**config.mk**
```make
export PLATFORM = sky130hd
export DESIGN_NAME = pidr_ctrl
export DESIGN_NICKNAME = d
export VERILOG_FILES = /design/src/pidr_pkg.sv /design/src/pidr_ctrl.sv
export SDC_FILE = /design/constraint.sdc
export NUM_CORES = 1
export LEC_CHECK = 0
export ABC_AREA = 1
export BUFFER_PORTS_ARGS = -buffer_cell sky130_fd_sc_hd__buf_2
export CELL_PAD_IN_SITES_DETAIL_PLACEMENT = 0
export CELL_PAD_IN_SITES_GLOBAL_PLACEMENT = 2
export CORE_ASPECT_RATIO = 1.1
export CORE_MARGIN = 1.5
export CORE_UTILIZATION = 24
export DETAILED_ROUTE_END_ITERATION = 10
export MAX_ROUTING_LAYER = met4
export PLACE_DENSITY = 0.86
export SETUP_SLACK_MARGIN = 0.15
export SLEW_MARGIN = 20
export SYNTH_ARGS = -nofsm -noshare
export SYNTH_HDL_FRONTEND = slang
export SYNTH_SLANG_ARGS = --single-unit
export TNS_END_PERCENT = 1
```
**constraint.sdc**
```tcl
create_clock -name clk -period 3.48 [get_ports clk]
set_clock_uncertainty 0.05 [all_clocks]
set_input_delay 0.696 -clock clk [delete_from_list [all_inputs] [get_ports clk]]
set_output_delay 0.696 -clock clk [all_outputs]
set_load 0.05 [all_outputs]
```
**src/pidr_pkg.sv**
```systemverilog
// Package for the process id allocator with recycling.
// Holds field widths, operation and status codes, datapath command codes
// and the command and status structs shared by the controller and datapath.
package pidr_pkg;

    // Id space and bitmap geometry.
    localparam int ID_W          = 10;
    localparam int PID_LIMIT     = 1024;
    localparam int WORD_W        = 32;
    localparam int BIT_W         = 5;
    localparam int ROW_W         = ID_W - BIT_W;
    localparam int ROWS          = PID_LIMIT / WORD_W;
    localparam int DEF_RECYCLE_DEPTH = 1024;

    // Operation kinds of a request.
    localparam logic [2:0] KIND_ALLOC  = 3'd0;
    localparam logic [2:0] KIND_INSERT = 3'd1;
    localparam logic [2:0] KIND_REMOVE = 3'd2;
    localparam logic [2:0] KIND_FIND   = 3'd3;
    localparam logic [2:0] KIND_FIRST  = 3'd4;
    localparam logic [2:0] KIND_NEXT   = 3'd5;

    // Result status codes.
    localparam logic [1:0] STS_OK     = 2'd0;
    localparam logic [1:0] STS_ABSENT = 2'd1;
    localparam logic [1:0] STS_DUP    = 2'd2;
    localparam logic [1:0] STS_FULL   = 2'd3;

    // Datapath command codes.
    localparam logic [4:0] CMD_NONE       = 5'd0;
    localparam logic [4:0] CMD_CLR        = 5'd1;
    localparam logic [4:0] CMD_LOAD       = 5'd2;
    localparam logic [4:0] CMD_ALLOC_NEXT = 5'd3;
    localparam logic [4:0] CMD_POP        = 5'd4;
    localparam logic [4:0] CMD_TAKE_POP   = 5'd5;
    localparam logic [4:0] CMD_RDROW      = 5'd6;
    localparam logic [4:0] CMD_MARK       = 5'd7;
    localparam logic [4:0] CMD_CLEAR_BIT  = 5'd8;
    localparam logic [4:0] CMD_SETUP_UP   = 5'd9;
    localparam logic [4:0] CMD_RDSCAN     = 5'd10;
    localparam logic [4:0] CMD_STEP_UP    = 5'd11;
    localparam logic [4:0] CMD_STEP_DN    = 5'd12;
    localparam logic [4:0] CMD_FOUND_UP   = 5'd13;
    localparam logic [4:0] CMD_FOUND_DN   = 5'd14;
    localparam logic [4:0] CMD_EMPTY      = 5'd15;
    localparam logic [4:0] CMD_SET_ST     = 5'd16;
    localparam logic [4:0] CMD_FIND_OK    = 5'd17;
    localparam logic [4:0] CMD_EMIT       = 5'd18;

    typedef struct packed {
        logic [4:0] op;
        logic [1:0] st;
    } cmd_t;

    typedef struct packed {
        logic [2:0] kind;
        logic       count_zero;
        logic       nonempty;
        logic       largest_max;
        logic       bit_set;
        logic       is_largest;
        logic       stack_full;
        logic       hit;
        logic       row_first;
        logic       row_last;
        logic       out_free;
    } stat_t;

endpackage

```
**src/pidr_ctrl.sv**
```systemverilog
// Controller state machine of the process id allocator.
// Depends on pidr_pkg for command codes and the command and status structs.
module pidr_ctrl (
    input  logic            clk,
    input  logic            rst_n,
    input  logic            in_valid,
    output logic            in_stall,
    input  pidr_pkg::stat_t stat,
    output pidr_pkg::cmd_t  cmd
);
    import pidr_pkg::*;

    localparam logic [3:0] S_CLR  = 4'd0;
    localparam logic [3:0] S_IDLE = 4'd1;
    localparam logic [3:0] S_DISP = 4'd2;
    localparam logic [3:0] S_POPW = 4'd3;
    localparam logic [3:0] S_RD   = 4'd4;
    localparam logic [3:0] S_CHK  = 4'd5;
    localparam logic [3:0] S_RDUP = 4'd6;
    localparam logic [3:0] S_EVUP = 4'd7;
    localparam logic [3:0] S_RDDN = 4'd8;
    localparam logic [3:0] S_EVDN = 4'd9;
    localparam logic [3:0] S_DONE = 4'd10;

    logic [3:0] state_reg;
    logic [3:0] state_next;

    // A new request is taken only while idle.
    assign in_stall = (state_reg != S_IDLE);

    // Next state and command.
    always_comb
    begin
        state_next = state_reg;
        cmd.op     = CMD_NONE;
        cmd.st     = STS_ABSENT;
        unique case (state_reg)
            S_CLR:
            begin
                cmd.op = CMD_CLR;
                if (stat.row_last)
                    state_next = S_IDLE;
            end
            S_IDLE:
            begin
                if (in_valid)
                begin
                    cmd.op     = CMD_LOAD;
                    state_next = S_DISP;
                end
            end
            S_DISP:
            begin
                case (stat.kind)
                    KIND_ALLOC:
                    begin
                        if (!stat.count_zero)
                        begin
                            cmd.op     = CMD_POP;
                            state_next = S_POPW;
                        end
                        else if (!stat.nonempty)
                        begin
                            cmd.op     = CMD_SET_ST;
                            state_next = S_DONE;
                        end
                        else if (stat.largest_max)
                        begin
                            cmd.op     = CMD_SET_ST;
                            cmd.st     = STS_FULL;
                            state_next = S_DONE;
                        end
                        else
                        begin
                            cmd.op     = CMD_ALLOC_NEXT;
                            state_next = S_RD;
                        end
                    end
                    KIND_INSERT, KIND_REMOVE, KIND_FIND, KIND_NEXT:
                    begin
                        cmd.op     = CMD_RDROW;
                        state_next = S_CHK;
                    end
                    KIND_FIRST:
                    begin
                        cmd.op     = CMD_RDSCAN;
                        state_next = S_EVUP;
                    end
                    default:
                    begin
                        cmd.op     = CMD_SET_ST;
                        state_next = S_DONE;
                    end
                endcase
            end
            S_POPW:
            begin
                cmd.op     = CMD_TAKE_POP;
                state_next = S_RD;
            end
            S_RD:
            begin
                cmd.op     = CMD_RDROW;
                state_next = S_CHK;
            end
            S_CHK:
            begin
                state_next = S_DONE;
                cmd.op     = CMD_SET_ST;
                case (stat.kind)
                    KIND_ALLOC, KIND_INSERT:
                    begin
                        if (stat.bit_set)
                            cmd.st = STS_DUP;
                        else
                            cmd.op = CMD_MARK;
                    end
                    KIND_FIND:
                    begin
                        if (stat.bit_set)
                            cmd.op = CMD_FIND_OK;
                    end
                    KIND_REMOVE:
                    begin
                        if (stat.bit_set && !stat.is_largest && stat.stack_full)
                            cmd.st = STS_FULL;
                        else if (stat.bit_set)
                        begin
                            cmd.op = CMD_CLEAR_BIT;
                            if (stat.is_largest)
                                state_next = S_EVDN;
                        end
                    end
                    KIND_NEXT:
                    begin
                        if (stat.bit_set)
                        begin
                            cmd.op     = CMD_SETUP_UP;
                            state_next = S_EVUP;
                        end
                    end
                    default:
                    begin
                        cmd.op = CMD_SET_ST;
                    end
                endcase
            end
            S_EVUP:
            begin
                if (stat.hit)
                begin
                    cmd.op     = CMD_FOUND_UP;
                    state_next = S_DONE;
                end
                else if (stat.row_last)
                begin
                    cmd.op     = CMD_SET_ST;
                    state_next = S_DONE;
                end
                else
                begin
                    cmd.op     = CMD_STEP_UP;
                    state_next = S_RDUP;
                end
            end
            S_RDUP:
            begin
                cmd.op     = CMD_RDSCAN;
                state_next = S_EVUP;
            end
            S_EVDN:
            begin
                if (stat.hit)
                begin
                    cmd.op     = CMD_FOUND_DN;
                    state_next = S_DONE;
                end
                else if (stat.row_first)
                begin
                    cmd.op     = CMD_EMPTY;
                    state_next = S_DONE;
                end
                else
                begin
                    cmd.op     = CMD_STEP_DN;
                    state_next = S_RDDN;
                end
            end
            S_RDDN:
            begin
                cmd.op     = CMD_RDSCAN;
                state_next = S_EVDN;
            end
            S_DONE:
            begin
                if (stat.out_free)
                begin
                    cmd.op     = CMD_EMIT;
                    state_next = S_IDLE;
                end
            end
            default:
            begin
                state_next = S_IDLE;
            end
        endcase
    end

    // State register; reset starts the bitmap clearing pass.
    always_ff @(posedge clk or negedge rst_n)
    begin
        if (!rst_n)
            state_reg <= S_CLR;
        else
            state_reg <= state_next;
    end

`ifndef ASSERT_OFF
    // The clearing pass only ever leads to idle.
    a_clr_exit: assert property (@(posedge clk) disable iff (!rst_n)
        (state_reg == S_CLR && state_next != S_CLR) |-> state_next == S_IDLE)
        else $error("clearing pass left to a state other than idle");
    // A result is emitted only when the output register can take it.
    a_emit_free: assert property (@(posedge clk) disable iff (!rst_n)
        (cmd.op == CMD_EMIT) |-> stat.out_free)
        else $error("result emitted while the output register was busy");
    // An accepted request always goes to dispatch.
    a_accept: assert property (@(posedge clk) disable iff (!rst_n)
        (in_valid && !in_stall) |=> state_reg == S_DISP)
        else $error("accepted request did not reach dispatch");
`endif

endmodule

```
==> flow_metrics.env <==
export IMPL_status="complete, no violations"
export IMPL_area_delta_synth_final_pct=24.9
export IMPL_ys_seq_area_share_pct=14.2
export IMPL_r2r_start="state_reg[2]"
export IMPL_ctsHoldBuffers=0
export IMPL_synth_fp_nets=154
export IMPL_hold_viol_final=0
export IMPL_tritoncts="done"
export IMPL_port_buffers=23
export IMPL_synthTopCellsByArea="nand2_1 (20%), dfrtp_1 (14%), nand3_1 (13%)"
export IMPL_ys_ff_latch=4
export IMPL_postCtsSetupBuffers=0
export IMPL_n_antenna_cell=0
export IMPL_gp_congestion=0.859
export IMPL_relSlewSlack_pct=75.3
export IMPL_fin_hold_ws_ns=0.209
export IMPL_avgViaCountPerCell=4.94
export IMPL_fmax_ghz=0.399
export IMPL_cp_required_ns=2.73
export IMPL_worstReg2RegEnd="state_reg[1]"
export IMPL_grt_util_all_layers_pct=15.2
export IMPL_die_y_um=59.8
export IMPL_fin_tns_setup_ns=0
export IMPL_leakagePower_nw=0.494
export IMPL_io_pins=24
export IMPL_finalCriticalPeriod_ns=2.51
export IMPL_start_util_pct=25.4
export IMPL_tightest_slew_ns=0.369
export IMPL_wl_um=2220
export IMPL_syn_cell_area_um2=704
export IMPL_core_area_um2=2780
export IMPL_yosysWarnings=0
export IMPL_finalPower_mw=0.694
export IMPL_path_clk_slew_ns=0.04
export IMPL_setup_viol=0
export IMPL_synth_cell_types=16
export IMPL_htreeDepth=1
export IMPL_power_per_cell_area_nw_per_um2=789
export IMPL_root_buffer="clkbuf_4"
export IMPL_grt_pass1_wl_um=3630
export IMPL_drive_above_1_share_pct=19.0
export IMPL_hpwlAfterDp_um=1850
export IMPL_min_path_type="in -> async"
export IMPL_crit_arrival_ns=1.76
export IMPL_clockBufferDepth=2
export IMPL_post_route_period_util_pct=72.0
export IMPL_die_w_um=54.7
export IMPL_antenna_found_initial=0
export IMPL_nFillCells=328
export IMPL_utilization_pct=31.7
export IMPL_ir_drop_mv=0.305
export IMPL_cts_resized=0
export IMPL_clock_latency_ns=0.23
export IMPL_startpoint="stat[11]"
export IMPL_largest_register_ffs=4
export IMPL_grt_setup_unrepaired="no"
export IMPL_slew_violations=0
export IMPL_netlist_instances=138
export IMPL_drt_iter0_drc=45
export IMPL_routedWlPerCell_um=11.3
export IMPL_worst_path_max_fanout=5
export IMPL_end_kind="output port"
export IMPL_syn_avg_cell_area_um2=5.10
export IMPL_ant_nets=0
export IMPL_vias=968
export IMPL_cts_inserted_buffers=3
export IMPL_row_count=20
export IMPL_critPathLaunchType="input pin"
export IMPL_grt_overflow=0
export IMPL_first_pass_iters=4
export IMPL_grt_max_degree=10
export IMPL_clock_sinks=4
export IMPL_route_detailed_drc=0
export IMPL_yosysTopAreaCellShare_pct=20.2
export IMPL_rr_worst_depth=7
export IMPL_drv_cap=0
export IMPL_yosysTopAreaCell="nand2_1"
export IMPL_dieArea_um2=3270
export IMPL_nets=181
export IMPL_r2r_setup_slack_ns=2.05
export IMPL_grt_pass1_vias=882
export IMPL_path_class="in -> out"
==> stage by stage <==
step	instance area [µm²]	cells	worst slack, ns
floorplan	704	138	0.676
global placement	857	193	0.973
detailed placement	857	193	0.966
CTS	880	196	0.969
global route	880	196	0.829
finish	880	196	0.974
==> synthesized netlist by cell type <==
library cell   n
nand2_1       38
nor2_1        20
inv_1         19
nand3_1       19
o21ai_0        9
a21oi_1        7
nand4_1        5
nor3_1         5
dfrtp_1        4
and3_1         3
nor2_2         2
nor2_4         2
o211ai_1       2
clkbuf_1       1
nand2_2        1
o21ai_1        1
==> layout make-up <==
class,count,area [µm²],share of cell area (%)
clock buffers,3,22.5,2.56
flip-flops and latches,4,100,11.4
repair buffers,23,115,13.1
inverters,19,71.3,8.11
well taps,33,41.3,4.69
multi-input cells,114,529,60.2
==> worst max path at each step <==
stage,endpoint,slack (ns),cells after the start
6_report,cmd[1],0.97,7
5_1_grt,cmd[3],0.83,7
4_1_cts,cmd[1],0.97,7
3_5_place_dp,cmd[1],0.97,7
3_3_place_gp,cmd[6],0.97,7
2_1_floorplan,cmd[1],0.68,3
==> worst max-delay path, cell delays in order <==
cell and delay (ns):
buf_2 0.12, nor2_1 0.20, nand2_1 0.12, inv_1 0.09, nand4_1 0.08, o211ai_1 0.16, buf_2 0.28
==> layer usage <==
metal	share of wire, %	track usage [%]	vias up
met5	0	-	-
met4	0.18	3.21	0
met3	5.3	2.25	2
met2	47	24.3	32
met1	47	20.1	428
li1	-	-	506
==> report_power, final <==
part	switching, mW	leakage [nW]	internal (mW)
clock network	0.0174	0.0138	0.0385
logic	0.406	0.429	0.142
registers	0.0224	0.0510	0.0679
total	0.446	0.494	0.248
==> cells by family (layout without fill, tap and decap cells) <==
kind of cell | count (synthesis) | count (layout) | share of synthesized area [%]
DFF | 4 | 4 | 14.2
AOI/OAI and AO/OA | 19 | 19 | 14.2
buffers and inverters | 20 | 45 | 10.7
and+or+nand+nor | 95 | 95 | 60.9
==> layout by cell type, fill, tap and decap left out, drive strengths merged <==
master and count:
nor2 24, inv 19, dfrtp 4, and3 3, o211ai 2, a21oi 7
nand3 19, buf 23, clkbuf 3, o21ai 10, nor3 5, nand4 5
nand2 39
(Power assumes the default switching activity.)
